`config.mk`:
```
export PLATFORM = sky130hd
export DESIGN_NAME = rvb_dp
export DESIGN_NICKNAME = d
export VERILOG_FILES = /design/src/hw/rtl/rvb_pkg.sv /design/src/hw/rtl/rvb_dp.sv
export SDC_FILE = /design/constraint.sdc
export NUM_CORES = 2
export LEC_CHECK = 0
export BUFFER_PORTS_ARGS = -buffer_cell sky130_fd_sc_hd__buf_2
export CAP_MARGIN = 30
export CORE_UTILIZATION = 45
export CTS_BUF_LIST = sky130_fd_sc_hd__clkbuf_4
export DETAILED_ROUTE_END_ITERATION = 8
export PLACE_DENSITY_LB_ADDON = 0.05
export SLEW_MARGIN = 40
export SYNTH_ARGS = -nofsm -noshare
export SYNTH_HDL_FRONTEND = slang
export SYNTH_SLANG_ARGS = --single-unit
```
`constraint.sdc`:
```
create_clock -name clk -period 21 [get_ports clk]
set_input_delay 4.2 -clock clk [delete_from_list [all_inputs] [get_ports clk]]
set_output_delay 4.2 -clock clk [all_outputs]
set_load 0.05 [all_outputs]
```
`src/hw/rtl/rvb_pkg.sv`:
```
// Shared constants, register and state codes, types and arithmetic helpers of the reverb.
package rvb_pkg;

  localparam int SAMPLE_W  = 16;
  localparam int MAX_DELAY = 4096;
  localparam int LINE_AW   = $clog2(MAX_DELAY);
  localparam int NUM_LINES = 4;
  localparam int LINE_SW   = $clog2(NUM_LINES);
  localparam int MEM_AW    = LINE_SW + LINE_AW;
  localparam int LEN_W     = 12;
  localparam int GAIN_W    = 16;
  localparam int CFG_AW    = 4;
  localparam int CFG_DW    = 16;
  localparam int MUL_AW    = 17;
  localparam int PROD_W    = 33;
  localparam int WIDE_W    = 36;
  localparam int IN_DW     = 16;
  localparam int OUT_DW    = 48;

  localparam logic [MUL_AW-1:0] MIX_FULL  = 17'd32768;
  localparam logic [15:0]       MIX_LIMIT = 16'd32768;
  localparam int                Q15_ROUND = 16384;

  // register indexes of the configuration port
  localparam logic [CFG_AW-1:0] REG_AP_GAIN   = 4'd0;
  localparam logic [CFG_AW-1:0] REG_CL_GAIN   = 4'd1;
  localparam logic [CFG_AW-1:0] REG_CR_GAIN   = 4'd2;
  localparam logic [CFG_AW-1:0] REG_WET_MIX   = 4'd3;
  localparam logic [CFG_AW-1:0] REG_AP0_LEN   = 4'd4;
  localparam logic [CFG_AW-1:0] REG_AP1_LEN   = 4'd5;
  localparam logic [CFG_AW-1:0] REG_CL_LEN    = 4'd6;
  localparam logic [CFG_AW-1:0] REG_CR_LEN    = 4'd7;

  // delay line slots in the shared memory
  localparam logic [LINE_SW-1:0] LINE_AP0 = 2'd0;
  localparam logic [LINE_SW-1:0] LINE_AP1 = 2'd1;
  localparam logic [LINE_SW-1:0] LINE_CL  = 2'd2;
  localparam logic [LINE_SW-1:0] LINE_CR  = 2'd3;

  // sequencer states
  localparam int ST_W = 4;
  localparam logic [ST_W-1:0] ST_IDLE = 4'd0;
  localparam logic [ST_W-1:0] ST_P0   = 4'd1;
  localparam logic [ST_W-1:0] ST_P1   = 4'd2;
  localparam logic [ST_W-1:0] ST_P2   = 4'd3;
  localparam logic [ST_W-1:0] ST_P3   = 4'd4;
  localparam logic [ST_W-1:0] ST_P4   = 4'd5;
  localparam logic [ST_W-1:0] ST_P5   = 4'd6;
  localparam logic [ST_W-1:0] ST_P6   = 4'd7;
  localparam logic [ST_W-1:0] ST_P7   = 4'd8;
  localparam logic [ST_W-1:0] ST_P8   = 4'd9;
  localparam logic [ST_W-1:0] ST_P9   = 4'd10;
  localparam logic [ST_W-1:0] ST_DONE = 4'd11;
  localparam logic [ST_W-1:0] ST_CLR  = 4'd12;

  typedef struct packed {
    logic [ST_W-1:0] state;
    logic            start;
    logic            ld_out;
  } rvb_ctl_t;

  function automatic logic signed [SAMPLE_W-1:0] sat16(input logic signed [WIDE_W-1:0] v);
    logic signed [WIDE_W-1:0] hi;
    logic signed [WIDE_W-1:0] lo;
    hi = WIDE_W'((1 <<< (SAMPLE_W - 1)) - 1);
    lo = -hi - WIDE_W'(1);
    if (v > hi) begin
      return SAMPLE_W'(hi);
    end else if (v < lo) begin
      return SAMPLE_W'(lo);
    end
    return SAMPLE_W'(v);
  endfunction

  // floor((p + 2^14) / 2^15)
  function automatic logic signed [17:0] q15(input logic signed [PROD_W-1:0] p);
    logic signed [PROD_W:0] t;
    t = (PROD_W+1)'(p) + (PROD_W+1)'(Q15_ROUND);
    return $signed(t[PROD_W-1:15]);
  endfunction

endpackage

```
`src/hw/rtl/rvb_dp.sv`:
```
// Datapath: shared multiplier, allpass and comb arithmetic, line outputs and output register.
module rvb_dp
  import rvb_pkg::*;
(
  input  logic                       clk,
  input  logic                       rst_n,
  input  rvb_ctl_t                   ctl,
  input  logic signed [SAMPLE_W-1:0] sample_in,
  input  logic signed [GAIN_W-1:0]   ap_gain,
  input  logic signed [GAIN_W-1:0]   cl_gain,
  input  logic signed [GAIN_W-1:0]   cr_gain,
  input  logic [15:0]                wet_mix,
  input  logic [SAMPLE_W-1:0]        mem_rdata,
  output logic [SAMPLE_W-1:0]        mem_wdata,
  output logic signed [SAMPLE_W-1:0] left_out,
  output logic signed [SAMPLE_W-1:0] right_out,
  output logic signed [SAMPLE_W-1:0] mono_out
);

  logic signed [SAMPLE_W-1:0] last0_r, last1_r, last2_r, last3_r;
  logic signed [SAMPLE_W-1:0] nl0_r, nl1_r, w2_r, w3_r;
  logic signed [SAMPLE_W-1:0] x_r, v0_r, y0_r, v1_r, y1_r;
  logic signed [17:0]         ta_r, tb_r;
  logic signed [PROD_W-1:0]   prod_r, drx_r;
  logic signed [SAMPLE_W-1:0] left_r, right_r;
  logic signed [SAMPLE_W-1:0] left_o_r, right_o_r, mono_o_r;

  logic signed [MUL_AW-1:0]   mul_a;
  logic signed [SAMPLE_W-1:0] mul_b;
  logic signed [MUL_AW-1:0]   wet_s, dry_s;
  logic [MUL_AW-1:0]          wet_u;
  logic signed [17:0]         q;
  logic signed [PROD_W+1:0]   mix_sum;
  logic signed [19:0]         mix_q;
  logic signed [SAMPLE_W-1:0] mix_sat;
  logic signed [SAMPLE_W-1:0] c2, c3;
  logic signed [SAMPLE_W:0]   lr_sum;

  // mix above full acts as all wet
  assign wet_u = (wet_mix > MIX_LIMIT) ? MIX_FULL : {1'b0, wet_mix};
  assign wet_s = $signed(wet_u);
  assign dry_s = $signed(MIX_FULL - wet_u);

  always_comb begin
    case (ctl.state)
      ST_P0: begin
        mul_a = MUL_AW'(ap_gain);
        mul_b = last0_r;
      end
      ST_P1: begin
        mul_a = MUL_AW'(ap_gain);
        mul_b = last1_r;
      end
      ST_P2: begin
        mul_a = MUL_AW'(ap_gain);
        mul_b = v0_r;
      end
      ST_P3: begin
        mul_a = MUL_AW'(cl_gain);
        mul_b = last2_r;
      end
      ST_P4: begin
        mul_a = MUL_AW'(cr_gain);
        mul_b = last3_r;
      end
      ST_P5: begin
        mul_a = MUL_AW'(ap_gain);
        mul_b = v1_r;
      end
      ST_P6: begin
        mul_a = dry_s;
        mul_b = x_r;
      end
      ST_P7: begin
        mul_a = wet_s;
        mul_b = w2_r;
      end
      ST_P8: begin
        mul_a = wet_s;
        mul_b = w3_r;
      end
      default: begin
        mul_a = '0;
        mul_b = '0;
      end
    endcase
  end

  assign q       = q15(prod_r);
  assign c2      = sat16(WIDE_W'(y1_r) + WIDE_W'(ta_r));
  assign c3      = sat16(WIDE_W'(y1_r) + WIDE_W'(tb_r));
  assign mix_sum = (PROD_W+2)'(prod_r) + (PROD_W+2)'(drx_r) + (PROD_W+2)'(Q15_ROUND);
  assign mix_q   = $signed(mix_sum[PROD_W+1:15]);
  assign mix_sat = sat16(WIDE_W'(mix_q));
  assign lr_sum  = (SAMPLE_W+1)'(left_r) + (SAMPLE_W+1)'(right_r);

  always_comb begin
    case (ctl.state)
      ST_P2:   mem_wdata = v0_r;
      ST_P5:   mem_wdata = v1_r;
      ST_P7:   mem_wdata = c2;
      ST_P8:   mem_wdata = c3;
      default: mem_wdata = '0;
    endcase
  end

  always_ff @(posedge clk) begin
    prod_r <= PROD_W'(mul_a) * PROD_W'(mul_b);
    if (ctl.start) begin
      x_r <= sample_in;
    end
    case (ctl.state)
      ST_P1: begin
        v0_r  <= sat16(WIDE_W'(x_r) + WIDE_W'(q));
        nl0_r <= $signed(mem_rdata);
      end
      ST_P2: begin
        ta_r  <= q;
        nl1_r <= $signed(mem_rdata);
      end
      ST_P3: begin
        y0_r <= sat16(WIDE_W'(last0_r) - WIDE_W'(q));
        w2_r <= $signed(mem_rdata);
      end
      ST_P4: begin
        v1_r <= sat16(WIDE_W'(y0_r) + WIDE_W'(ta_r));
        ta_r <= q;
        w3_r <= $signed(mem_rdata);
      end
      ST_P5: tb_r <= q;
      ST_P6: y1_r <= sat16(WIDE_W'(last1_r) - WIDE_W'(q));
      ST_P7: drx_r <= prod_r;
      ST_P8: left_r <= mix_sat;
      ST_P9: right_r <= mix_sat;
      default: ;
    endcase
    if (ctl.ld_out) begin
      left_o_r  <= left_r;
      right_o_r <= right_r;
      mono_o_r  <= lr_sum[SAMPLE_W:1];
    end
  end

  // line outputs are committed once the item is done
  always_ff @(posedge clk) begin
    if (!rst_n) begin
      last0_r <= '0;
      last1_r <= '0;
      last2_r <= '0;
      last3_r <= '0;
    end else if (ctl.ld_out) begin
      last0_r <= nl0_r;
      last1_r <= nl1_r;
      last2_r <= w2_r;
      last3_r <= w3_r;
    end
  end

  assign left_out  = left_o_r;
  assign right_out = right_o_r;
  assign mono_out  = mono_o_r;

endmodule

```
Word-level counts from Yosys, hierarchy flattened
Cells that the tools add are included.
{ "op_classes": {"addsub": 11, "n_mul": 1, "div": 0, "magnitude_cmp": 15, "n_eq_ne": 10, "shifts": 0, "n_mux": 43, "bitwise_logic": 0, "reduce_logical": 3} }
{ "op_table": {"columns": ["operator", "n"], "rows": [
  ["16-bit 2-to-1 mux", 22],
  ["16-bit one-hot mux with 9 select lines", 1],
  ["19-bit by 16-bit > comparator with 1-bit output, second input constant", 6],
  ["19-bit by 16-bit less-than comparator with 1-bit output, second input constant", 6],
  ["17-bit one-hot mux with 5 select lines", 1],
  ["16-bit by 18-bit adder with 19-bit output", 4],
  ["16-bit one-hot mux with 4 select lines", 1],
  ["16-bit by 18-bit subtractor with 19-bit output", 2],
  ["34-bit by 16-bit adder with 35-bit output, second input constant", 1],
  ["33-bit by 33-bit adder with 34-bit output", 1],
  ["33-bit by 16-bit adder with 33-bit output, second input constant", 1],
  ["17-bit by 16-bit multiplier with 33-bit output", 1],
  ["20-bit by 16-bit > comparator with 1-bit output, second input constant", 1],
  ["20-bit by 16-bit less-than comparator with 1-bit output, second input constant", 1],
  ["1-bit 2-to-1 mux", 18],
  ["16-bit by 16-bit adder with 17-bit output", 1],
  ["16-bit by 16-bit subtractor with 17-bit output, first input constant", 1],
  ["4-bit by 3-bit equality test with 1-bit output, second input constant", 4],
  ["16-bit > comparator, second input constant", 1],
  ["4-bit equality test, second input constant", 3],
  ["4-bit by 2-bit equality test with 1-bit output, second input constant", 2],
  ["4-bit by 1-bit equality test with 1-bit output, second input constant", 1],
  ["2-bit OR reduction", 2],
  ["4-bit OR reduction", 1]
]} }
{ "totals": {"ff_bits": 390, "latch_bits": 0, "ram_bits": 0, "mem_bits_ro": 0, "in_bits": 104, "output_inout_bits": 64, "elab_cells": 105, "memories": 0} }

Depth between registers and ports, before layout
{ "logic_depth": {"ltp_word": 7, "depth_mapped": 35, "depth_no_buf": 34} }

Least setup slack after synthesis
No wires, ideal clock.
{ "synth_timing": {"path_type": "in2reg", "startpoint": "input port ctl[4] (netlist name)", "endpoint": "register prod_r[31]", "setup_time_ps": 72, "arrival_ps": 12575, "t_required_ps": 20928, "slack_ps": 8353, "path_stages": 31, "path_buffers": 4, "path_cell_list": "clkbuf_1 -> nand2b_1 -> or2_2 -> clkbuf_1 -> nor2_1 -> clkbuf_1 -> a221oi_1 -> o21ai_1 -> clkbuf_1 -> nand2_1 -> fa_1 -> inv_1 -> fa_1 -> fa_1 -> fa_1 -> fa_1 -> inv_1 -> fa_1 -> inv_1 -> ha_1 -> a21oi_1 -> nor2_1 -> o21ai_0 -> nand2b_1 -> a221oi_1 -> o21ai_0 -> a41oi_1 -> a211oi_1 -> a31o_2 -> a21oi_1 -> xnor2_1"} }
{ "synth_via": {"elab_chain_len": 4, "elab_cells_between_ends": 14, "cone_classes": "mul (1); eq/ne (9); mux (2); reduce/logical (2)"} }
{ "synth_rtl": {"columns": ["element", "line_no", "source"], "rows": [
  ["start, declared", "rvb_dp.sv:7", "input rvb_ctl_t ctl,"],
  ["4-bit by 2-bit equality test with 1-bit output, or another cell as far along", "rvb_dp.sv:45", "case (ctl.state)"],
  ["4-bit OR reduction (no source line) / 2-bit OR reduction (equally long branches)", null, null],
  ["17-bit one-hot mux with 5 select lines", "rvb_dp.sv:45", null],
  ["17-bit by 16-bit multiplier with 33-bit output *", "rvb_dp.sv:108", "prod_r <= PROD_W'(mul_a) * PROD_W'(mul_b);"],
  ["end signal, assigned", "rvb_dp.sv:108", null],
  ["end, declared", "rvb_dp.sv:24", "logic signed [PROD_W-1:0] prod_r, drx_r;"]
]} }
Mark *: on every way between the ends. The rest lies on a longest branch, timed or not.
A chain may end at the register's enable or synchronous reset.

Worst setup path in the final report
{ "layout_timing": {"startpoint": "input port ctl[2] (netlist name)", "endpoint": "register prod_r[31]"} }
The elaborated chain is that of the path after synthesis.

==> summary.md <==
| Metric | Value |
|---|---|
| RSZ-0062 raised after global routing | `no` |
| Layout cells sized above 1 | `14.0%` |
| GP Congestion | `0.898` |
| Final Hold Fails | `0` |
| Total track usage | `25.7%` |
| Most used cell, CP | `fa_1` |
| First-pass GRT wire length | `145,000 µm` |
| Hold Crit Depth | `0` |
| Psw | `0.00164 W` |
| Slowest stage delay, CP | `740 ps` |
| Non-Filler Instances | `4,470` |
| Largest net degree at the start of global routing | `65` |
| Number of global-route vias before repair | `25,145` |
| Post-Syn Area | `32,500 µm²` |
| First DRT Iteration DRCs | `1,781` |
| Dpl cells | `4,275` |
| Drt wl/cell | `21.0 µm` |
| CP Class | `primary input to flip-flop` |
| Fin Setup TNS | `0 ps` |
| Top_reg_cell synth | `edfxtp_1` |
| Cell at the slowest stage of the critical path | `a22oi_1` |
| Number of cells produced by synthesis | `3,203` |
| Reg-to-reg startpoint | `v1_r[10]` |
| Synthesized area per cell | `10.2 µm²` |
| Fin. max-slew vios | `0` |
| Leak | `16.1 nW` |
| EDFF count, synth | `293` |
| HP Class | `flip-flop to flip-flop` |
| # rows | `98` |
| Clk pwr share | `18.4%` |
| Post-cts sizing count | `0` |
| Clk_skew | `101 ps` |
| Unique cell type count in the Yosys netlist | `85` |
| Final Setup Violations | `0` |
| Total core area | `71,500 µm²` |
| Worst-Skew Late Latency | `910 ps` |
| Commonest non-fill, non-tap cell in the layout | `inv_1` |
| Sw frac | `44.1%` |
| CTS tree | `done` |
| Ys async rst share | `0%` |
| P per Cell Area | `103 nW/µm²` |
| Area Overhead vs Synth | `10.9%` |
| Post-route cell area | `36,100 µm²` |
| Post-CTS setup buffers | `0` |
| CP required | `21,810 ps` |
| Outcome | `complete, no violations` |
| IR drop worst, VDD | `0.0000578 V` |
| Clk slew on worst S/H paths | `70 ps` |
| Die W | `271 µm` |
| Yosys reg bits | `390` |
| Synthesis Warnings | `0` |
| CTS root buf | `clkbuf_4` |
| Initial Utilization | `45.5%` |
| Initial antenna violation count | `6` |
| Placed cell area | `34,700 µm²` |
| Worst Tran Pin Value | `957 ps` |
| Syn nets | `3,863` |
| DR pass1 iterations | `6` |
| Num CTS Buffers | `103` |
| Die height | `271 µm` |
| Post-layout min period | `12,300 ps` |
| CTS hold repair buffers | `0` |
| Final period util | `58.6%` |
| Most frequent cells in the layout | `inv_1 (399), nor2_1 (303), edfxtp_1 (293)` |
| I/O Pins | `168` |
| Max Cap Violations | `0` |
| Max-slew headroom | `36.2%` |
| Register share of total power | `29.1%` |
| Crit end category | `flip-flop` |
| Total wire length | `93,800 µm` |
| Fmax | `0.0813 GHz` |
| Logic pwr share | `52.5%` |
| Vias per inst | `5.55` |
| Crit start category | `primary input` |
| Post-route DRC | `0` |
| Final total power | `0.00373 W` |
| Worst-path fanout max | `34` |
| Hold wc startpoint | `prod_r[10]` |
| Reg2Reg Depth | `25` |
| CTS max path bufs | `3` |
| H-Tree Depth | `3` |
| Die area | `73,400 µm²` |
| Sequential area share after synthesis | `33.0%` |
| Vias | `24,802` |
| Pint | `0.00208 W` |
| Num Clock Sinks | `390` |
| FF-to-FF setup slack | `12,990 ps` |
| Critical path arrival | `13,110 ps` |
| Congestion Overflow GR | `0` |
| Hold EP | `drx_r[10]` |
| DRT antenna net count | `0` |
| Worst R2R End | `prod_r[31]` |
| Nets | `4,091` |
| I/O Buffers | `167` |
| DP HPWL | `74,100 µm` |
[sequential cells by signal, summed over array words and instances, names as in the netlist, 18 cells and up]
signal and flops:
prod_r 33, tb_r 18, drx_r 33, ta_r 18
[cell type report]
cell class / instances / area [µm²]
clock buffers: 149 / 1120
fillers: 6584 / 35400
repair buffers: 220 / 1240
well taps: 950 / 1190
inverters: 401 / 1510
diodes: 5 / 12.5
multi-input cells: 2315 / 20000
flip-flops and latches: 390 / 10700
clock inverters: 40 / 251
[worst max-delay path by stage]
stage,startpoint,to,slack [ps]
2_1_floorplan,ctl[4],prod_r[31],8350
3_3_place_gp,ctl[3],prod_r[31],8010
3_5_place_dp,ctl[2],prod_r[31],7900
4_1_cts,ctl[2],prod_r[31],8860
5_1_grt,wet_mix[15],prod_r[31],8300
6_report,ctl[2],prod_r[31],8700
[cell families after synthesis]
logic type / Yosys count / synth area share [%]
XOR/XNOR: 159 / 4.28
multiplexers: 81 / 2.56
buffers and inverters: 498 / 5.83
flip-flops: 390 / 33.0
adder cells (fa/ha/maj): 556 / 27.9
AO/OA/AOI/OAI: 653 / 13.7
AND/OR/NAND/NOR: 866 / 12.7
[per-stage QoR]
stage	hold slack (ps)	util, %	setup slack, ps
floorplan	409	-	8350
global placement	420	48.4	8010
detailed placement	435	48.5	7900
CTS	421	50.4	8860
global route	447	50.5	8300
finish	427	50.5	8700
[power by group through the flow]
stage | clock (W) | combinational (W) | sequential [W]
global placement | 0 | 0.00189 | 0.00110
detailed placement | 0 | 0.00194 | 0.00110
global route | 0.000745 | 0.00219 | 0.00109
CTS | 0.000709 | 0.00195 | 0.00109
finish | 0.000685 | 0.00196 | 0.00108
floorplan | 0 | 0.00141 | 0.00110
[cell usage after synthesis, drive strengths merged (73+ instances only)]
cell    count  area share [%]
nand2     201             2.3
nor2b      93             1.8
o21ai     129             2.0
edfxtp    293              27
xnor2     103             2.8
fa        284              17
dfxtp      97             6.0
a21oi     153             2.4
ha        272              10
clkbuf     73            0.84
inv       400             4.6
nor2      308             3.6
[routing by layer]
metal / up-vias / part of all wire [%] / GRT usage [%]
met1: 12123 / 47 / 38.1
met5: - / 0 / 0
met3: 137 / 8.1 / 4.71
met4: 0 / 2.2 / 7.21
li1: 11613 / - / -
met2: 929 / 42 / 38.1
[critical path, delay by kind of cell]
kind	cells	cell delay, ps
AND/OR/NAND/NOR	6	820
buffers and inverters	4	910
XOR/XNOR	1	130
AO/OA/AOI/OAI	11	3530
adder cells (fa/ha/maj)	7	3430
Note: power is estimated with default switching activity, not from simulation.
