**src/hw/rtl/rvb_pkg.sv**
```systemverilog
// Shared constants, register and state codes, types and arithmetic helpers of the reverb.
package rvb_pkg;

  localparam int SAMPLE_W  = 16;
  localparam int MAX_DELAY = 4096;
  localparam int LINE_AW   = $clog2(MAX_DELAY);
  localparam int NUM_LINES = 4;
  localparam int LINE_SW   = $clog2(NUM_LINES);
  localparam int MEM_AW    = LINE_SW + LINE_AW;
  localparam int LEN_W     = 12;
  localparam int GAIN_W    = 16;
  localparam int CFG_AW    = 4;
  localparam int CFG_DW    = 16;
  localparam int MUL_AW    = 17;
  localparam int PROD_W    = 33;
  localparam int WIDE_W    = 36;
  localparam int IN_DW     = 16;
  localparam int OUT_DW    = 48;

  localparam logic [MUL_AW-1:0] MIX_FULL  = 17'd32768;
  localparam logic [15:0]       MIX_LIMIT = 16'd32768;
  localparam int                Q15_ROUND = 16384;

  // register indexes of the configuration port
  localparam logic [CFG_AW-1:0] REG_AP_GAIN   = 4'd0;
  localparam logic [CFG_AW-1:0] REG_CL_GAIN   = 4'd1;
  localparam logic [CFG_AW-1:0] REG_CR_GAIN   = 4'd2;
  localparam logic [CFG_AW-1:0] REG_WET_MIX   = 4'd3;
  localparam logic [CFG_AW-1:0] REG_AP0_LEN   = 4'd4;
  localparam logic [CFG_AW-1:0] REG_AP1_LEN   = 4'd5;
  localparam logic [CFG_AW-1:0] REG_CL_LEN    = 4'd6;
  localparam logic [CFG_AW-1:0] REG_CR_LEN    = 4'd7;

  // delay line slots in the shared memory
  localparam logic [LINE_SW-1:0] LINE_AP0 = 2'd0;
  localparam logic [LINE_SW-1:0] LINE_AP1 = 2'd1;
  localparam logic [LINE_SW-1:0] LINE_CL  = 2'd2;
  localparam logic [LINE_SW-1:0] LINE_CR  = 2'd3;

  // sequencer states
  localparam int ST_W = 4;
  localparam logic [ST_W-1:0] ST_IDLE = 4'd0;
  localparam logic [ST_W-1:0] ST_P0   = 4'd1;
  localparam logic [ST_W-1:0] ST_P1   = 4'd2;
  localparam logic [ST_W-1:0] ST_P2   = 4'd3;
  localparam logic [ST_W-1:0] ST_P3   = 4'd4;
  localparam logic [ST_W-1:0] ST_P4   = 4'd5;
  localparam logic [ST_W-1:0] ST_P5   = 4'd6;
  localparam logic [ST_W-1:0] ST_P6   = 4'd7;
  localparam logic [ST_W-1:0] ST_P7   = 4'd8;
  localparam logic [ST_W-1:0] ST_P8   = 4'd9;
  localparam logic [ST_W-1:0] ST_P9   = 4'd10;
  localparam logic [ST_W-1:0] ST_DONE = 4'd11;
  localparam logic [ST_W-1:0] ST_CLR  = 4'd12;

  typedef struct packed {
    logic [ST_W-1:0] state;
    logic            start;
    logic            ld_out;
  } rvb_ctl_t;

  function automatic logic signed [SAMPLE_W-1:0] sat16(input logic signed [WIDE_W-1:0] v);
    logic signed [WIDE_W-1:0] hi;
    logic signed [WIDE_W-1:0] lo;
    hi = WIDE_W'((1 <<< (SAMPLE_W - 1)) - 1);
    lo = -hi - WIDE_W'(1);
    if (v > hi) begin
      return SAMPLE_W'(hi);
    end else if (v < lo) begin
      return SAMPLE_W'(lo);
    end
    return SAMPLE_W'(v);
  endfunction

  // floor((p + 2^14) / 2^15)
  function automatic logic signed [17:0] q15(input logic signed [PROD_W-1:0] p);
    logic signed [PROD_W:0] t;
    t = (PROD_W+1)'(p) + (PROD_W+1)'(Q15_ROUND);
    return $signed(t[PROD_W-1:15]);
  endfunction

endpackage

```
**src/hw/rtl/rvb_ctrl.sv**
```systemverilog
// Sequencer: clearing pass, step order, write pointer, memory addresses and handshakes.
module rvb_ctrl
  import rvb_pkg::*;
(
  input  logic              clk,
  input  logic              rst_n,
  input  logic              in_tvalid,
  output logic              in_tready,
  output logic              out_tvalid,
  input  logic              out_tready,
  input  logic [LEN_W-1:0]  ap0_len,
  input  logic [LEN_W-1:0]  ap1_len,
  input  logic [LEN_W-1:0]  cl_len,
  input  logic [LEN_W-1:0]  cr_len,
  output logic              mem_we,
  output logic [MEM_AW-1:0] mem_waddr,
  output logic [MEM_AW-1:0] mem_raddr,
  output rvb_ctl_t          ctl
);

  logic [ST_W-1:0]    state_r, state_nxt;
  logic [LINE_AW-1:0] wp_r, wp_nxt;
  logic [MEM_AW-1:0]  clr_cnt_r, clr_cnt_nxt;
  logic               out_vld_r, out_vld_nxt;
  logic               start;
  logic               ld_out;
  logic [LEN_W-1:0]   rd_len;
  logic [LINE_AW-1:0] rd_eff;
  logic [LINE_SW-1:0] rd_line;
  logic [LINE_SW-1:0] wr_line;
  logic               wr_step;

  assign in_tready  = (state_r == ST_IDLE);
  assign start      = in_tvalid && in_tready;
  assign ld_out     = (state_r == ST_DONE) && (!out_vld_r || out_tready);
  assign out_tvalid = out_vld_r;

  assign ctl.state  = state_r;
  assign ctl.start  = start;
  assign ctl.ld_out = ld_out;

  always_comb begin
    state_nxt   = state_r;
    clr_cnt_nxt = clr_cnt_r;
    case (state_r)
      ST_CLR: begin
        clr_cnt_nxt = clr_cnt_r + MEM_AW'(1);
        if (&clr_cnt_r) begin
          state_nxt = ST_IDLE;
        end
      end
      ST_IDLE: if (start) state_nxt = ST_P0;
      ST_P0:   state_nxt = ST_P1;
      ST_P1:   state_nxt = ST_P2;
      ST_P2:   state_nxt = ST_P3;
      ST_P3:   state_nxt = ST_P4;
      ST_P4:   state_nxt = ST_P5;
      ST_P5:   state_nxt = ST_P6;
      ST_P6:   state_nxt = ST_P7;
      ST_P7:   state_nxt = ST_P8;
      ST_P8:   state_nxt = ST_P9;
      ST_P9:   state_nxt = ST_DONE;
      ST_DONE: if (ld_out) state_nxt = ST_IDLE;
      default: state_nxt = ST_IDLE;
    endcase
  end

  always_comb begin
    if (ld_out) begin
      out_vld_nxt = 1'b1;
    end else if (out_tready) begin
      out_vld_nxt = 1'b0;
    end else begin
      out_vld_nxt = out_vld_r;
    end
  end

  assign wp_nxt = ld_out ? wp_r + LINE_AW'(1) : wp_r;

  // read side: one line per step, P0..P3
  always_comb begin
    case (state_r)
      ST_P0: begin
        rd_line = LINE_AP0;
        rd_len  = ap0_len;
      end
      ST_P1: begin
        rd_line = LINE_AP1;
        rd_len  = ap1_len;
      end
      ST_P2: begin
        rd_line = LINE_CL;
        rd_len  = cl_len;
      end
      ST_P3: begin
        rd_line = LINE_CR;
        rd_len  = cr_len;
      end
      default: begin
        rd_line = LINE_AP0;
        rd_len  = ap0_len;
      end
    endcase
  end

  // zero length acts as one; 12-bit lengths never reach the line depth
  assign rd_eff    = (rd_len == '0) ? LINE_AW'(1) : LINE_AW'(rd_len);
  assign mem_raddr = {rd_line, wp_r - rd_eff};

  always_comb begin
    wr_step = 1'b1;
    case (state_r)
      ST_P2:   wr_line = LINE_AP0;
      ST_P5:   wr_line = LINE_AP1;
      ST_P7:   wr_line = LINE_CL;
      ST_P8:   wr_line = LINE_CR;
      default: begin
        wr_line = LINE_AP0;
        wr_step = 1'b0;
      end
    endcase
  end

  assign mem_we    = wr_step || (state_r == ST_CLR);
  assign mem_waddr = (state_r == ST_CLR) ? clr_cnt_r : {wr_line, wp_r};

  always_ff @(posedge clk) begin
    if (!rst_n) begin
      state_r   <= ST_CLR;
      wp_r      <= '0;
      clr_cnt_r <= '0;
      out_vld_r <= 1'b0;
    end else begin
      state_r   <= state_nxt;
      wp_r      <= wp_nxt;
      clr_cnt_r <= clr_cnt_nxt;
      out_vld_r <= out_vld_nxt;
    end
  end

endmodule

```
**config.mk**
```make
export PLATFORM = sky130hd
export DESIGN_NAME = rvb_ctrl
export DESIGN_NICKNAME = d
export VERILOG_FILES = /design/src/hw/rtl/rvb_pkg.sv /design/src/hw/rtl/rvb_ctrl.sv
export SDC_FILE = /design/constraint.sdc
export NUM_CORES = 1
export LEC_CHECK = 0
export BUFFER_PORTS_ARGS = -buffer_cell sky130_fd_sc_hd__buf_2
export CAP_MARGIN = 10
export CORE_ASPECT_RATIO = 0.9
export CORE_MARGIN = 5
export CORE_UTILIZATION = 40
export CTS_CLUSTER_SIZE = 28
export DETAILED_ROUTE_END_ITERATION = 7
export GPL_ROUTABILITY_DRIVEN = 0
export PLACE_DENSITY = 0.74
export SYNTH_ARGS = -nofsm -noshare
export SYNTH_HDL_FRONTEND = slang
export SYNTH_SLANG_ARGS = --single-unit
```
**constraint.sdc**
```tcl
create_clock -name clk -period 3.92 [get_ports clk]
set_clock_uncertainty 0.1 [all_clocks]
set_input_delay 0.392 -clock clk [delete_from_list [all_inputs] [get_ports clk]]
set_output_delay 0.392 -clock clk [all_outputs]
set_load 0.03 [all_outputs]
```
# Word-level counts from Yosys, hierarchy flattened
# Index checks and enable logic that the tools add are counted.
[totals]
regBits = 31
in_bits = 52
output_inout_bits = 37
wordCells = 45
[classes]
add_sub_neg = 3
eq_ne = 15
n_mux = 12
n_reduce_logical = 11
[ops]
columns = ["op", "n"]
rows = [
  ["$pmux W4 S13", 1],
  ["$pmux W12 S3", 1],
  ["$eq A4 B4 Y1 const B", 5],
  ["$eq A4 B3 Y1 const B", 4],
  ["$add A14 B1 Y14 const B", 1],
  ["$mux W14", 1],
  ["$reduce_and A14 Y1", 1],
  ["$add A12 B1 Y12 const B", 1],
  ["$logic_not A12 Y1", 1],
  ["$mux W12", 1],
  ["$mux W4", 3],
  ["$pmux W2 S3", 2],
  ["$sub A12 B12 Y12", 1],
  ["$eq A4 B2 Y1 const B", 2],
  ["$eq A4 B1 Y1 const B", 1],
  ["$logic_not A4 Y1", 1],
  ["$ne A2 B2 Y1 const B", 2],
  ["$reduce_or A4 Y1", 1],
  ["$mux W1", 3],
  ["$reduce_and A3 Y1", 1],
  ["$logic_and A1 B1 Y1", 2],
  ["$logic_or A1 B1 Y1", 2],
  ["$ne A2 B1 Y1 const B", 1],
  ["$reduce_bool A2 Y1", 1],
  ["$logic_not A1 Y1", 1],
]

# Longest topological paths before layout
# Gate-level depths: netlist (run 1).
[logic_depth]
word_depth = 5
ltp_mapped = 17
ltp_nobuf = 15

# Worst setup path before layout (run 1)
# OpenSTA, ideal clock, no wires.
[synth_path]
path_kind = "register to output"
startpoint = "register state_r[0]"
endpoint = "output port mem_raddr[10]"
arrival_time_ns = 4.174
required_time_ns = 3.428
slack_ns = -0.746
path_stages_with_launch = 16
path_buffers = 1
cell_sequence = "dfxtp_1 > buf_6 > mux2_1 > a222oi_1 > nand4_1 > or4b_1 > o21ai_1 > ha_1 > inv_1 > fa_1 > a21o_1 > a21oi_1 > o21bai_1 > a21oi_1 > o21ai_0 > xor2_1"
[synth_via]
elab_chain_cells = 5
word_cells_on_any_way = 7
classes_between = "1 x add/sub; 3 x eq/ne; 2 x mux; 1 x reduce/logical"
[synth_rtl]
columns = ["element", "line", "source"]
rows = [
  ["start, declared", "rvb_ctrl.sv:21", "logic [ST_W-1:0] state_r, state_nxt;"],
  ["start signal, assigned", "rvb_ctrl.sv:134", "state_r <= state_nxt;"],
  ["$eq A4 B3 Y1 / $eq A4 B2 Y1 (equally long branches)", "rvb_ctrl.sv:82", "case (state_r)"],
  ["$pmux W12 S3 (*)", "rvb_ctrl.sv:82", ""],
  ["$logic_not A12 Y1", "rvb_ctrl.sv:107", "assign rd_eff = (rd_len == '0) ? LINE_AW'(1) : LINE_AW'(rd_len);"],
  ["$mux W12 (*)", "rvb_ctrl.sv:107", ""],
  ["$sub A12 B12 Y12 (*)", "rvb_ctrl.sv:108", "assign mem_raddr = {rd_line, wp_r - rd_eff};"],
  ["end, declared", "rvb_ctrl.sv:17", "output logic [MEM_AW-1:0] mem_raddr,"],
]
# Mark *: on every way between the ends. The rest lies on a longest branch, timed or not.

# Final worst setup path (run 1)
[layout_path]
startpoint = "register state_r[0]"
endpoint = "output port mem_raddr[8]"
# Same word-level chain as after synthesis.

==> impl_metrics.json, run 1 <==
{
  "fin_tns_setup_ns": -2.763,
  "tritoncts": "built",
  "grt_antenna_before_repair": 0,
  "syn2layout_area_growth_pct": 43.42,
  "synthSimpleGateAreaFrac_pct": 24.90,
  "first_global_vias": 2682,
  "stdcell_area_um2": 3625,
  "antenna_cells": 0,
  "vias_per_cell": 5.201,
  "fp.dieW_um": 93.79,
  "dp_slack_ns": -0.2839,
  "finalSetupViolCount": 8,
  "layout_setup_ws_ns": -0.5246,
  "intPower_mw": 0.5127,
  "cp_max_fo": 8,
  "r2r_setup_slack_ns": 1.65,
  "wire_per_inst_um": 15.26,
  "clock_path_buffers": 2,
  "crit_arrival_ns": 3.95,
  "synth-compound-area-share_pct": 19.11,
  "ys.flop_type": "dfxtp_1",
  "drcViolationCount": 0,
  "r2r-end": "clr_cnt_r[13]$_SDFFE_PN0P_",
  "insertion_delay_ns": 0.28,
  "clkSinkCount": 31,
  "maxCapViolCount": 0,
  "ys.warnings.count": 0,
  "final_util_pct": 58.95,
  "grt_first_pass_wirelength_mm": 12.48,
  "ios": 89,
  "finalMaxSlewViolations": 0,
  "start_kind": "register",
  "path_cells": "mux2_2, a222oi_1, nand4_1, or4b_4, o21ai_4, ha_4, inv_2, fa_2, a21o_1, a21oi_2, o21bai_2, a211oi_2, o21bai_1, xor2_2, buf_6",
  "worst-path-buf-inv": 2,
  "synth_top_family_by_area": "simple AND/OR/NAND/NOR gates",
  "placed_cell_area_um2": 3326,
  "p_seq_share_pct": 45.5,
  "grt_max_degree": 32,
  "clkPwrFrac_pct": 33.1,
  "fin_crit_sh_pct": 113.4,
  "ant_nets": 0,
  "holdBufCountCts": 0,
  "first_pass_iters": 4,
  "syn_area_um2": 2527,
  "netlist_instances": 301,
  "syn_nets": 367,
  "synth-seq-area-share_pct": 24.55,
  "switching_share_pct": 26.95,
  "synth_mux_area_share_pct": 7.475,
  "wl_mm": 7.736,
  "endpoint_kind": "output port",
  "pwr_density_cell_nw_per_um2": 193.6,
  "power_frac_comb_pct": 21.4,
  "fmax_ghz": 0.2250,
  "cpPeakStageDelay_ns": 0.52,
  "place_inst": 493,
  "status": "complete, but fails checks",
  "numCtsBuffers": 5,
  "core_area_um2": 6148,
  "crit_family": "compound AO/OA/AOI/OAI gates",
  "die_area_um2": 8011,
  "crit_required_ns": 3.43,
  "gr-total-overflow": 0,
  "violations": "setup timing",
  "synth_fa_ha_area_share_pct": 7.228,
  "dpl.hpwl_mm": 5.933,
  "p_leak_nw": 1.729,
  "ir_drop_mv": 0.1405,
  "hp-class": "in2reg",
  "reg2regPathDepth": 8,
  "h-tree-depth": 2,
  "die_y_um": 85.41,
  "worstMarginPinSlew_ns": 0.5015,
  "period_needed_ns": 4.445,
  "start_util_pct": 41.11,
  "switchingPower_mw": 0.1891,
  "synth-async-reset-ratio_pct": 0,
  "crit_end": "mem_raddr[8]",
  "cpMaxStageDelayCell": "or4b_4",
  "ys_ff_latch": 31,
  "syn_avg_cell_area_um2": 8.397,
  "critPathLaunch": "state_r[0]$_SDFFE_PN0P_",
  "r2r-start": "state_r[0]$_SDFFE_PN0P_",
  "rsz0062_at_grt": "yes",
  "grtUsageTotal_pct": 19.02,
  "nNetsFinal": 486,
  "synth_cell_types": 51,
  "vias": 2637,
  "critPathKind": "reg2out",
  "hold_violations": 0,
  "io_buffers": 88,
  "final_cells": 507,
  "cp.depth": 15,
  "synth_edf_count": 0,
  "synth-xor-area-share_pct": 11.44,
  "drtIter0Drc": 195,
  "slew_headroom_pct": 66.57,
  "cts_root_buffer": "clkbuf_8",
  "rows": 27,
  "drive_gt1_share_pct": 44.52,
  "clk_pin_slew_worst_paths_ns": 0.06
}
[what timing repair did]
item,CTS,global route
endpoints found under the setup margin,9,10
setup buffers,7,3
pin swaps,5,15
resized for setup,18,29
[flip-flops by register name (all words and copies together), names as in the netlist]
register and flops:
out_tvalid 1, state_r 4, wp_r 12, clr_cnt_r 14
[worst reg2reg max path, delay by kind of cell, from the launching register on]
kind / cells / cell delay, ns
AO/OA/AOI/OAI: 1 / 0.14
buffers and inverters: 3 / 0.58
AND/OR/NAND/NOR: 4 / 1.00
flip-flops: 1 / 0.39
[cells by family (layout without fill, tap and decap cells)]
kind of cell | count (synthesis) | after routing
simple gates | 110 | 110
compound gates | 67 | 67
xor+xnor | 33 | 33
flops | 31 | 31
buf+inv | 29 | 148
mux | 17 | 17
fa+ha+maj | 14 | 14
[through the flow]
step,hold slack [ns],total power [mW]
floorplan,0.3621,0.3997
global placement,0.3766,0.4565
detailed placement,0.3999,0.4578
CTS,0.3297,0.6983
global route,0.3535,0.7314
finish,0.3374,0.7019
[power by group through the flow]
stage               Clock (mW)  Combinational, mW  Sequential (mW)
floorplan                    0             0.0734            0.326
global placement             0              0.129            0.327
detailed placement           0              0.131            0.327
CTS                      0.238              0.140            0.320
global route             0.250              0.162            0.320
finish                   0.232              0.150            0.319
[metal layers]
| metal | up-vias | track usage (%) | part of all wire [%] |
|---|---|---|---|
| li1 | 1331 | - | - |
| met1 | 1204 | 24.39 | 46 |
| met2 | 96 | 32.30 | 46 |
| met3 | 6 | 4.167 | 6.7 |
| met4 | 0 | 4.593 | 0.98 |
| met5 | - | 0 | 0 |
[cell usage in the layout (no fill, tap or decap), drive strengths merged, types with 5 or more instances in the layout]
cell	n
nor3	7
and3	7
nand2b	5
ha	13
o211ai	5
a21oi	9
nand2	15
mux2	15
inv	11
nor2b	7
dfxtp	31
xnor2	24
and2	23
o21ai	14
nand3	15
a221oi	7
clkbuf	7
nand4	7
nor2	12
xor2	9
buf	130
a22oi	11
[cells in the mapped netlist (all sizes together), types with 10 or more instances]
cell	instances	area (um^2)
and2	23	143.9
nor2	12	45.04
dfxtp	31	620.6
buf	10	62.55
o21ai	14	70.07
nand3	15	75.07
inv	11	41.29
mux2	15	168.9
ha	13	162.7
nand2	15	56.30
xnor2	24	210.2
a22oi	11	82.58
[layout make-up]
cell class | instances | area [um^2]
multi-input combinational | 241 | 1941
timing repair buffer | 130 | 827.0
fill | 547 | 2524
tap | 87 | 108.9
sequential | 31 | 630.6
inverter | 11 | 41.29
clock buffer | 7 | 76.32
[how the worst min path moves through the flow]
stage                          startpoint                          to  cells after the start  slack [ns]
2_1_floorplan  clr_cnt_r[10]$_SDFFE_PN0P_  clr_cnt_r[10]$_SDFFE_PN0P_                      2        0.36
3_3_place_gp   clr_cnt_r[10]$_SDFFE_PN0P_  clr_cnt_r[10]$_SDFFE_PN0P_                      2        0.38
3_5_place_dp   clr_cnt_r[10]$_SDFFE_PN0P_  clr_cnt_r[10]$_SDFFE_PN0P_                      2        0.40
4_1_cts                        out_tready     out_tvalid$_SDFFE_PN0P_                      3        0.33
5_1_grt                        out_tready     out_tvalid$_SDFFE_PN0P_                      3        0.35
6_report                       out_tready     out_tvalid$_SDFFE_PN0P_                      3        0.34
(Power assumes the default switching activity.)
==> run 2, diff against run 1 <==
Settings changed: BUFFER_PORTS_ARGS -buffer_cell sky130_fd_sc_hd__buf_2 to -buffer_cell sky130_fd_sc_hd__buf_4.
==> run 2 against run 1 <==
Compared with the run above: the run still ends with setup timing left; via count grew 1.5%; core utilization increased by 4.2 points; cell count up 1.6%; critical endpoint unchanged; largest cell class unchanged.
==> impl_metrics.json, run 2 (synthesis results as in run 1) <==
{
  "worstMarginPinSlew_ns": 0.5177,
  "grt_first_pass_wirelength_mm": 12.43,
  "period_needed_ns": 4.593,
  "start_util_pct": 41.11,
  "holdCritStartpoint": "out_tready",
  "finalSetupViolCount": 10,
  "largest_register": "clr_cnt_r",
  "finalMaxSlewViolations": 0,
  "hp-class": "in2reg",
  "core_area_um2": 6148,
  "grt_max_degree": 32,
  "grtUsageTotal_pct": 18.75,
  "final_cell_mix": "buf_4, dfxtp_1, and2_1",
  "power.total_mw": 0.7285,
  "tritoncts": "built",
  "drcViolationCount": 0,
  "gr-total-overflow": 0,
  "largest_reg_flops": 14,
  "placed_cell_area_um2": 3541,
  "layout_setup_ws_ns": -0.6733,
  "io_buffers": 88,
  "fmax_ghz": 0.2177,
  "clk_pin_slew_worst_paths_ns": 0.06,
  "rsz0062_at_grt": "yes",
  "antenna_cells": 0,
  "slew_headroom_pct": 65.49,
  "wire_per_inst_um": 15.28,
  "fp.dieW_um": 93.79,
  "status": "complete, but fails checks",
  "insertion_delay_ns": 0.28,
  "crit_required_ns": 3.43,
  "fin_crit_sh_pct": 117.2,
  "start_kind": "register",
  "numCtsBuffers": 5,
  "violations": "setup timing",
  "maxCapViolCount": 0,
  "ant_nets": 0,
  "mostFrequentLayoutCell": "buf_4",
  "crit_arrival_ns": 4.10,
  "die_area_um2": 8011,
  "pwr_density_cell_nw_per_um2": 187.6,
  "vias": 2676,
  "r2r-start": "state_r[0]$_SDFFE_PN0P_",
  "top_regs": "clr_cnt_r x14, wp_r x12, state_r x4",
  "rows": 27,
  "grt_antenna_before_repair": 0,
  "ios": 89,
  "clock_path_buffers": 2,
  "clkSinkCount": 31,
  "p_leak_nw": 1.831,
  "first_pass_iters": 4,
  "hold_violations": 0,
  "stdcell_area_um2": 3884,
  "h-tree-depth": 2,
  "dpl.hpwl_mm": 6.004,
  "syn2layout_area_growth_pct": 53.66,
  "cp_max_fo": 7,
  "first_global_vias": 2633,
  "wl_mm": 7.867,
  "die_y_um": 85.41,
  "drive_gt1_share_pct": 45.56,
  "ir_drop_mv": 0.2079,
  "endpoint_kind": "output port",
  "critPathKind": "reg2out",
  "dp_slack_ns": -0.3536,
  "nNetsFinal": 493,
  "hold_slack_ns": 0.3234,
  "vias_per_cell": 5.196,
  "critPathLaunch": "state_r[0]$_SDFFE_PN0P_",
  "cts_root_buffer": "clkbuf_8",
  "drtIter0Drc": 142
}
[run 2: cell count changes in the layout (fill, tap and decap cells not counted), moves of 2 or more]
cell	previous run	this run
nor2b_2	3	1
buf_2	78	0
buf_6	9	12
buf_4	42	125
[run 2: final timing paths]
kind,slack (ns),cells past startpoint,endpoint
worst min register to register,0.41,2,clr_cnt_r[10]$_SDFFE_PN0P_
worst max-delay path,-0.67,17,mem_raddr[8]
worst max register to register,1.66,8,clr_cnt_r[13]$_SDFFE_PN0P_
worst min-delay path,0.32,3,out_tvalid$_SDFFE_PN0P_
[run 2: per-layer routing]
metal / global-route usage [%] / wire (um)
met5: 0 / 0
met4: 3.675 / 77
met3: 5.142 / 655
met2: 30.63 / 3672
met1: 24.76 / 3462
[run 2: report_power, final]
group | leakage [nW] | internal, mW | switching (mW) | total, mW
Combinational | 1.54 | 0.0938 | 0.0763 | 0.170
Clock | 0.0422 | 0.124 | 0.114 | 0.238
Sequential | 0.251 | 0.317 | 0.00326 | 0.320
[run 2: critical path, stage by stage, from the launching register on]
cell and delay (ns):
dfxtp_4 0.37, buf_6 0.13, nor3b_4 0.26, o21ai_4 0.12
a222oi_1 0.36, nand4_1 0.17, or4b_4 0.56, o21ai_4 0.21
ha_4 0.16, inv_2 0.04, fa_2 0.34, a21o_1 0.20
a21oi_2 0.17, o21bai_2 0.10, a211oi_2 0.22, o21bai_1 0.11
xor2_2 0.16, buf_6 0.15
[run 2: what timing repair did]
item,in CTS,in global routing
hold buffers,0,0
pin swaps,2,21
setup buffers,2,11
endpoints found under the setup margin,9,10
cloned,0,0
gates resized for setup,2,36
[run 2: layout make-up]
type                       count  area, um^2
fill                         529        2265
multi-input combinational    241        1951
timing repair buffer         137        1074
sequential                    31       628.1
tap                           87       108.9
clock buffer                   7       76.32
inverter                      11       41.29
clock inverter                 1       5.005
[run 2: stage by stage]
stage	TNS [ns]	instances	util, %
floorplan	-0.6177	301	-
global placement	-0.8032	494	57.59
detailed placement	-1.532	494	57.59
CTS	-3.049	504	59.28
global route	-5.791	515	63.17
finish	-4.275	515	63.17
==> run 3, diff against run 2 <==
Settings changed: SKIP_CTS_REPAIR_TIMING set to 1.
==> run 3 against run 2 <==
Compared with the run above: critical endpoint unchanged; worst setup slack got worse by 0.019 ns; core utilization shrank 0.28 points; via count shrank 0.67%; cell area decreased by 0.45%; routed wire length decreased by 0.67%; the run still ends with setup timing left; critical path depth fell by 1; die area unchanged; global-route usage down 0.091 points; register-to-register slack is essentially flat; sequential power barely moved.
==> impl_metrics.json, run 3 (synthesis results as in run 1) <==
{
  "status": "complete, but fails checks",
  "violations": "setup timing",
  "top_layer_used": "met4",
  "slew_headroom_pct": 63.54,
  "vias_per_cell": 5.202,
  "start_kind": "register",
  "power_frac_comb_pct": 23.0,
  "finalSetupViolCount": 10,
  "drtIter0Drc": 133,
  "die_area_um2": 8011,
  "fin_tns_setup_ns": -4.465,
  "clkSinkCount": 31,
  "syn2layout_area_growth_pct": 52.97,
  "gr-total-overflow": 0,
  "fp.dieW_um": 93.79,
  "mostFrequentLayoutCell": "buf_4",
  "drcViolationCount": 0,
  "clock_path_buffers": 2,
  "vias": 2658,
  "layout_setup_ws_ns": -0.6919,
  "rows": 27,
  "wl_met2_mm": 3.606,
  "first_pass_iters": 4,
  "insertion_delay_ns": 0.28,
  "nNetsFinal": 489,
  "core_area_um2": 6148,
  "top_regs": "clr_cnt_r x14, wp_r x12, state_r x4",
  "final_cells": 511,
  "place_inst": 494,
  "endpoint_kind": "output port",
  "p_seq_share_pct": 44.2,
  "rsz0062_at_grt": "yes",
  "clkPwrFrac_pct": 32.8,
  "critPathKind": "reg2out",
  "switchingPower_mw": 0.1920,
  "pwr_density_cell_nw_per_um2": 187.4,
  "fin_crit_sh_pct": 117.7,
  "grt_antenna_before_repair": 0,
  "clk_pin_slew_worst_paths_ns": 0.06,
  "switching_share_pct": 26.50,
  "largest_reg_flops": 14,
  "hp-class": "in2reg",
  "crit_arrival_ns": 4.12,
  "die_y_um": 85.41,
  "hold_end": "out_tvalid$_SDFFE_PN0P_",
  "r2r-end": "clr_cnt_r[13]$_SDFFE_PN0P_",
  "grt_first_pass_wirelength_mm": 12.36,
  "grt_max_degree": 32,
  "r2r-start": "state_r[0]$_SDFFE_PN0P_",
  "drive_gt1_share_pct": 45.05,
  "p_leak_nw": 1.815,
  "finalMaxSlewViolations": 0,
  "ant_nets": 0,
  "fmax_ghz": 0.2168,
  "start_util_pct": 41.11,
  "crit_required_ns": 3.43,
  "holdCritStartpoint": "out_tready",
  "wire_per_inst_um": 15.29,
  "grtUsageTotal_pct": 18.66,
  "hold_violations": 0,
  "numCtsBuffers": 5,
  "antenna_cells": 0,
  "met1_length_mm": 3.451,
  "r2r_setup_slack_ns": 1.67,
  "ir_drop_mv": 0.2076,
  "h-tree-depth": 2,
  "hold_depth": 3,
  "dpl.hpwl_mm": 6.004,
  "intPower_mw": 0.5325,
  "reg2regPathDepth": 8,
  "final_cell_mix": "buf_4, dfxtp_1, and2_1",
  "final_util_pct": 62.88,
  "wl_mm": 7.814,
  "hold_slack_ns": 0.3253,
  "ios": 89,
  "period_needed_ns": 4.612,
  "tritoncts": "built",
  "power.total_mw": 0.7245,
  "worstMarginPinSlew_ns": 0.5469,
  "cts_root_buffer": "clkbuf_8",
  "wl_met3_um": 677,
  "maxCapViolCount": 0,
  "io_buffers": 88,
  "cp_max_fo": 4,
  "first_global_vias": 2611,
  "largest_register": "clr_cnt_r"
}
[run 3: metrics by stage]
stage	cell area (um^2)	worst slack (ns)
2_1_floorplan	2589	-0.2627
3_3_place_gp	3541	-0.2014
3_5_place_dp	3541	-0.3536
4_1_cts	3622	-0.6957
5_1_grt	3866	-0.8479
6_report	3866	-0.6919
[run 3: area by class of cell]
class / instances / area [um^2]
clock buffers: 7 / 76.32
multi-input cells: 241 / 1951
flip-flops and latches: 31 / 628.1
well taps: 87 / 108.9
clock inverters: 1 / 5.005
inverters: 11 / 41.29
repair buffers: 133 / 1056
fillers: 524 / 2282
[run 3: worst max path at each step]
stage | startpoint | end | slack [ns] | cells past startpoint
CTS | state_r[0]$_SDFFE_PN0P_ | mem_raddr[8] | -0.70 | 16
floorplan | state_r[0]$_SDFFE_PN0P_ | mem_raddr[8] | -0.26 | 15
global placement | cl_len[7] | mem_raddr[8] | -0.20 | 16
detailed placement | state_r[0]$_SDFFE_PN0P_ | mem_raddr[8] | -0.35 | 16
finish | state_r[0]$_SDFFE_PN0P_ | mem_raddr[8] | -0.69 | 16
global route | state_r[0]$_SDFFE_PN0P_ | mem_raddr[8] | -0.85 | 17
[run 3: power groups by stage]
| stage | Clock [mW] | Combinational [mW] | Sequential, mW |
|---|---|---|---|
| after floorplan | 0 | 0.0734 | 0.326 |
| after global placement | 0 | 0.150 | 0.327 |
| after detailed placement | 0 | 0.152 | 0.327 |
| after CTS | 0.244 | 0.153 | 0.320 |
| after global routing | 0.259 | 0.179 | 0.321 |
| final | 0.237 | 0.167 | 0.320 |
[run 3: metal layers]
metal / up-vias / global-route usage [%]
li1: 1341 / -
met1: 1217 / 24.81
met2: 90 / 30.24
met3: 10 / 5.142
met4: 0 / 3.675
met5: - / 0
[run 3: critical path, cell delays in order (launching register included)]
cell and delay, ns:
dfxtp_4 0.38, buf_12 0.11, mux2_2 0.32, a222oi_1 0.46, nand4_1 0.16, or4b_4 0.57
o21ai_4 0.21, ha_4 0.16, inv_2 0.04, fa_2 0.34, a21o_1 0.20, a21oi_2 0.17
o21bai_2 0.10, a211oi_2 0.22, o21bai_1 0.11, xor2_2 0.16, buf_6 0.15
